==> src/hdl/srvm_pkg.sv <==
// Shared types, constants and opcodes for the stack machine execute block.
// Used by the controller, the datapath and the top level.
package srvm_pkg;

    localparam int STACK_DEPTH = 1024;
    localparam int CODE_DEPTH  = 512;
    localparam int SA_W = $clog2(STACK_DEPTH);      // stack address width
    localparam int SP_W = SA_W + 1;                 // pointer that can hold the depth
    localparam int PC_W = $clog2(CODE_DEPTH);

    localparam logic [4:0] OP_LIT = 5'd1;
    localparam logic [4:0] OP_RTN = 5'd2;
    localparam logic [4:0] OP_LOD = 5'd3;
    localparam logic [4:0] OP_STO = 5'd4;
    localparam logic [4:0] OP_CAL = 5'd5;
    localparam logic [4:0] OP_INC = 5'd6;
    localparam logic [4:0] OP_JMP = 5'd7;
    localparam logic [4:0] OP_JPC = 5'd8;
    localparam logic [4:0] OP_SYS = 5'd9;
    localparam logic [4:0] OP_NEG = 5'd10;
    localparam logic [4:0] OP_ADD = 5'd11;
    localparam logic [4:0] OP_SUB = 5'd12;
    localparam logic [4:0] OP_MUL = 5'd13;
    localparam logic [4:0] OP_DIV = 5'd14;
    localparam logic [4:0] OP_ODD = 5'd15;
    localparam logic [4:0] OP_MOD = 5'd16;
    localparam logic [4:0] OP_EQL = 5'd17;
    localparam logic [4:0] OP_NEQ = 5'd18;
    localparam logic [4:0] OP_LSS = 5'd19;
    localparam logic [4:0] OP_LEQ = 5'd20;
    localparam logic [4:0] OP_GTR = 5'd21;
    localparam logic [4:0] OP_GEQ = 5'd22;

    localparam logic [15:0] SYS_OUT  = 16'd1;
    localparam logic [15:0] SYS_IN   = 16'd2;
    localparam logic [15:0] SYS_HALT = 16'd3;

    // Controller to datapath commands.
    typedef struct packed {
        logic load;       // latch the input beat, snapshot operands
        logic clr_step;   // one stack clearing write
        logic walk_init;  // start link walk at base pointer
        logic walk_req;   // issue a stack read at the walk address
        logic walk_take;  // take returned stack word as next link
        logic rd_req;     // issue data read (LOD, RTN words)
        logic div_start;
        logic exec;       // commit the instruction
    } srvm_cmd_t;

    // Datapath to controller status.
    typedef struct packed {
        logic clr_done;
        logic walk_left;  // links still to walk
        logic walk_bad;   // current walk address out of range
        logic needs_walk;
        logic needs_rd;
        logic needs_div;
        logic div_busy;
        logic halted;
    } srvm_stat_t;

endpackage

==> src/hdl/srvm_ctrl.sv <==
// Controller state machine sequencing clear, fetch of operands, link walk,
// memory reads, divide and commit. Depends on srvm_pkg.
module srvm_ctrl (
    input  logic                 clk,
    input  logic                 rst_n,
    input  logic                 in_valid,
    output logic                 in_stall,
    output logic                 out_valid,
    input  logic                 out_stall,
    output srvm_pkg::srvm_cmd_t  cmd,
    input  srvm_pkg::srvm_stat_t stat
);
    import srvm_pkg::*;

    localparam logic [3:0] S_CLEAR = 4'd0;
    localparam logic [3:0] S_IDLE  = 4'd1;
    localparam logic [3:0] S_DEC   = 4'd2;
    localparam logic [3:0] S_WREQ  = 4'd3;
    localparam logic [3:0] S_WTAKE = 4'd4;
    localparam logic [3:0] S_RD    = 4'd5;
    localparam logic [3:0] S_RD2   = 4'd6;
    localparam logic [3:0] S_DIV   = 4'd7;
    localparam logic [3:0] S_EXEC  = 4'd8;
    localparam logic [3:0] S_CAL   = 4'd9;
    localparam logic [3:0] S_OUT   = 4'd10;
    localparam logic [3:0] S_MUL   = 4'd11;

    logic [3:0] state_reg, state_next;
    logic [2:0] wait_reg, wait_next;

    assign in_stall  = (state_reg != S_IDLE);
    assign out_valid = (state_reg == S_OUT);

    always_comb
    begin
        state_next = state_reg;
        wait_next = wait_reg;
        cmd = '0;
        case (state_reg)
            S_CLEAR: begin
                if (stat.clr_done)
                    state_next = S_IDLE;
                else
                    cmd.clr_step = 1'b1;
            end
            S_IDLE: begin
                if (in_valid)
                begin
                    cmd.load = 1'b1;
                    state_next = S_DEC;
                end
            end
            S_DEC: begin
                cmd.walk_init = 1'b1;
                if (stat.halted)
                    state_next = S_EXEC;
                else if (stat.needs_walk)
                    state_next = S_WREQ;
                else if (stat.needs_rd)
                    state_next = S_RD;
                else if (stat.needs_div)
                begin
                    cmd.div_start = 1'b1;
                    state_next = S_DIV;
                end
                else
                    state_next = S_MUL;
            end
            S_MUL: state_next = S_EXEC;
            S_WREQ: begin
                if (stat.walk_left && !stat.walk_bad)
                begin
                    cmd.walk_req = 1'b1;
                    state_next = S_WTAKE;
                end
                else if (stat.needs_rd && !stat.walk_bad)
                    state_next = S_RD;
                else
                    state_next = S_EXEC;
            end
            S_WTAKE: begin
                cmd.walk_take = 1'b1;
                state_next = S_WREQ;
            end
            S_RD: begin
                cmd.rd_req = 1'b1;
                state_next = S_RD2;
            end
            S_RD2: begin
                // RTN needs two words; LOD one.
                if (wait_reg == 3'd0 && !stat.needs_walk)
                begin
                    cmd.rd_req = 1'b1;
                    wait_next = 3'd1;
                    state_next = S_RD2;
                end
                else
                begin
                    wait_next = 3'd0;
                    state_next = S_EXEC;
                end
            end
            S_DIV: begin
                if (!stat.div_busy)
                    state_next = S_EXEC;
            end
            S_EXEC: begin
                cmd.exec = 1'b1;
                state_next = S_CAL;
            end
            S_CAL: begin
                if (wait_reg == 3'd4)
                begin
                    wait_next = 3'd0;
                    state_next = S_OUT;
                end
                else
                    wait_next = wait_reg + 1'b1;
            end
            S_OUT: begin
                if (!out_stall)
                    state_next = S_IDLE;
            end
            default: state_next = S_IDLE;
        endcase
    end

    always_ff @(posedge clk or negedge rst_n)
    begin
        if (!rst_n)
        begin
            state_reg <= S_CLEAR;
            wait_reg <= 3'd0;
        end
        else
        begin
            state_reg <= state_next;
            wait_reg <= wait_next;
        end
    end
endmodule

==> config.mk <==
export PLATFORM = sky130hd
export DESIGN_NAME = srvm_ctrl
export DESIGN_NICKNAME = d
export VERILOG_FILES = /design/src/hdl/srvm_pkg.sv /design/src/hdl/srvm_ctrl.sv
export SDC_FILE = /design/constraint.sdc
export NUM_CORES = 1
export LEC_CHECK = 0
export BUFFER_PORTS_ARGS = -buffer_cell sky130_fd_sc_hd__buf_4
export CAP_MARGIN = 5
export CORE_MARGIN = 5
export CORE_UTILIZATION = 40
export CTS_CLUSTER_SIZE = 12
export DETAILED_ROUTE_END_ITERATION = 10
export MAX_ROUTING_LAYER = met4
export PLACE_DENSITY = 0.65
export SLEW_MARGIN = 10
export SYNTH_ARGS = -nofsm -noshare
export SYNTH_HDL_FRONTEND = slang
export SYNTH_SLANG_ARGS = --single-unit
==> constraint.sdc <==
create_clock -name clk -period 2.2 [get_ports clk]
set_clock_uncertainty 0.15 [all_clocks]
set_input_delay 0.33 -clock clk [delete_from_list [all_inputs] [get_ports clk]]
set_output_delay 0.33 -clock clk [all_outputs]
set_load 0.02 [all_outputs]
==> metrics.cfg <==
[outcome]
status = completed

[floorplanning]
die_h_um = 52.26
io_pins = 22
core_area_um2 = 1708
dieArea_um2 = 2731
start_util_pct = 41.83
die-width_um = 52.26
num_rows = 15

[worst_setup_path]
rr_endpoint = state_reg[3]
slowest_stage = dfrtp_1
crit_fanout = 4
critical_path.cell_chain = inv_1, ha_1, nor4b_2, a21oi_1, nor2_1, buf_4
reg2reg_from = wait_reg[0]
startpoint = wait_reg[0]
cp.arrival_ns = 1.58
ff2ff_setup_slack_ns = 0.17
reg2regPathDepth = 6
critPathKind = reg -> out
max_stage_delay_ns = 0.39
critPathCaptureType = output pin
critPathBufInv = 2
cpLargestDelayFamily = simple AND/OR/NAND/NOR gates
start_kind = flip-flop
worstPathRequired_ns = 1.72

[layout]
register_area_um2 = 178.9
nFillCells = 169
drive_gt1_share_pct = 30.70
final_common_cell = buf_4
utilization_pct = 54.58
syn_to_final_growth_pct = 30.47
most-common-layout-cells = 23 x buf_4, 10 x o21ai_0, 8 x nand2_1
nets = 129
largest_reg_flops = 4
multi_input_area_um2 = 486.7
antenna-diode-count = 0

[synth]
synth_edf_count = 0
synth.avg_cell_area_um2 = 7.766
ys_types = 39
async_reset_ff_share_pct = 100.0
synth_top_cell_by_area = dfrtp_1
yosysSeqAreaShare_pct = 24.52
synth_ff_type = dfrtp_1
syn_area_um2 = 714.4
synth_seq_cells = 7
syn_inst = 92
yosys_warnings = 0
yosys-top-cells-area = dfrtp_1 25%, o21ai_0 7.0%, nand2b_1 4.4%, nand2_1 4.2%, inv_1 3.7%
synth_fp_nets = 106
yosys.area.top_type_share_pct = 24.52

[sta]
maxSlewViolCount = 0
fin_setup_tns_ns = 0
slew_headroom_pct = 73.91
holdWs_ns = 0.2080
setup_violations = 0
min_period_over_period_pct = 93.63
clock.fmax_ghz = 0.4855
hold_viol = 0
tightest_slew_ns = 0.3815
min_period_ns = 2.060

[routing]
ant_nets = 0
drt_iter0_drc = 8
viasPerCell = 5.237
finalWirelength_um = 1823
wire_per_inst_um = 13.12
remaining_drc_errors = 0
vias = 728
drtPass1Iterations = 4

[pwr]
max-vdd-ir-drop_v = 0.0006266
leakagePower_nw = 0.4252
p_total_mw = 1.021
powerDensity_nw_per_um2 = 1096

[global_routing]
grt_pass1_wl_um = 3091
grt_max_degree = 19
grt_remaining_overflow = 0
grt_use_total_pct = 15.41
grt_pass1_vias = 731
antenna_found_initial = 0

[clock_network]
cts.path.max_buffers = 2
cts_root_buf = clkbuf_4
post-cts-setup-buffer-count = 0
path_clk_slew_ns = 0.05
cts_max_level = 1
cts_buffers = 3
cts_tree = done
clock_sinks = 7
insertion_delay_ns = 0.25

[flow_run]
max_cap_viol_count = 0

[placed_design]
io_buffer_count = 21
place_congestion = 0.7993
dp_hpwl_um = 1387

[min_path]
min_path_type = in -> reg
hp-start = stat[2]
min_to = state_reg[2]
holdPathStages = 3

[worst reg2reg max path, cell delays in order (launching register included)]
cell and delay (ns):
dfrtp_1 0.39, inv_1 0.08, ha_1 0.20, or3b_2 0.50
a22oi_1 0.19, o311ai_0 0.12, mux2_1 0.30
[per-stage QoR]
stage	worst slack (ns)	std cells	area, µm²
2_1_floorplan	0.09085	92	714.4
3_3_place_gp	0.2322	134	879.6
3_5_place_dp	0.1860	134	879.6
4_1_cts	0.006986	139	917.1
5_1_grt	-0.01498	139	932.1
6_report	0.1402	139	932.1
[what timing repair did]
action | CTS | global route
gates resized for setup | 1 | 4
hold buffers | 1 | 0
hold endpoints to repair | 7 | 0
setup endpoints to repair | 1 | 2
[Yosys cell counts, types with 2 or more instances]
cell type  number
nor2_1          5
a2111oi_0       2
dfrtp_1         7
buf_2           4
nand2_1         8
and3b_1         2
o31ai_1         2
inv_1           7
nand3b_1        2
o21ai_0        10
nor4_1          4
nand2b_1        5
nor4b_1         2
nor3_1          4
ha_1            2
nor2b_1         3
[layer usage]
metal  vias to the layer above  part of all wire [%]  GRT usage, %  wire (µm)
met4                         0                  0.99         7.234         18
met3                         2                   2.6         1.994         48
met2                        16                    47         23.43        859
met5                         -                     0             -          0
li1                        385                     -             -          -
met1                       325                    49         20.24        896
[worst max-delay path by stage]
stage | endpoint | cells after the start | slack, ns
after global routing | cmd[2] | 6 | -0.01
after global placement | state_reg[3] | 6 | 0.23
after floorplan | state_reg[3] | 6 | 0.09
after detailed placement | state_reg[3] | 6 | 0.19
after CTS | cmd[1] | 4 | 0.007
final | cmd[2] | 6 | 0.14
[layout make-up]
cell class              instances  share of cell area, %
well taps                      25                  3.356
clock buffers                   4                  2.819
inverters                       7                  2.819
repair buffers                 24                  19.60
multi-input cells              72                  52.21
flip-flops and latches          7                  19.19
[power by group]
| part | leakage, nW | switching (mW) | internal, mW | total [mW] |
|---|---|---|---|---|
| Clock | 0.0150 | 0.0486 | 0.0693 | 0.118 |
| Sequential | 0.0857 | 0.101 | 0.184 | 0.285 |
| Combinational | 0.324 | 0.325 | 0.294 | 0.619 |
[logic make-up (layout without fill, tap and decap cells)]
| group | count (synthesis) | count (layout) | synth area share (%) |
|---|---|---|---|
| AND/OR/NAND/NOR | 45 | 45 | 38.71 |
| AO/OA/AOI/OAI | 22 | 22 | 19.79 |
| buffers and inverters | 13 | 35 | 9.108 |
| flip-flops | 7 | 7 | 24.52 |
| adder cells (fa/ha/maj) | 2 | 2 | 3.502 |
| multiplexers | 2 | 2 | 3.152 |
| XOR/XNOR | 1 | 1 | 1.226 |
Note: power is estimated with default switching activity, not from simulation.
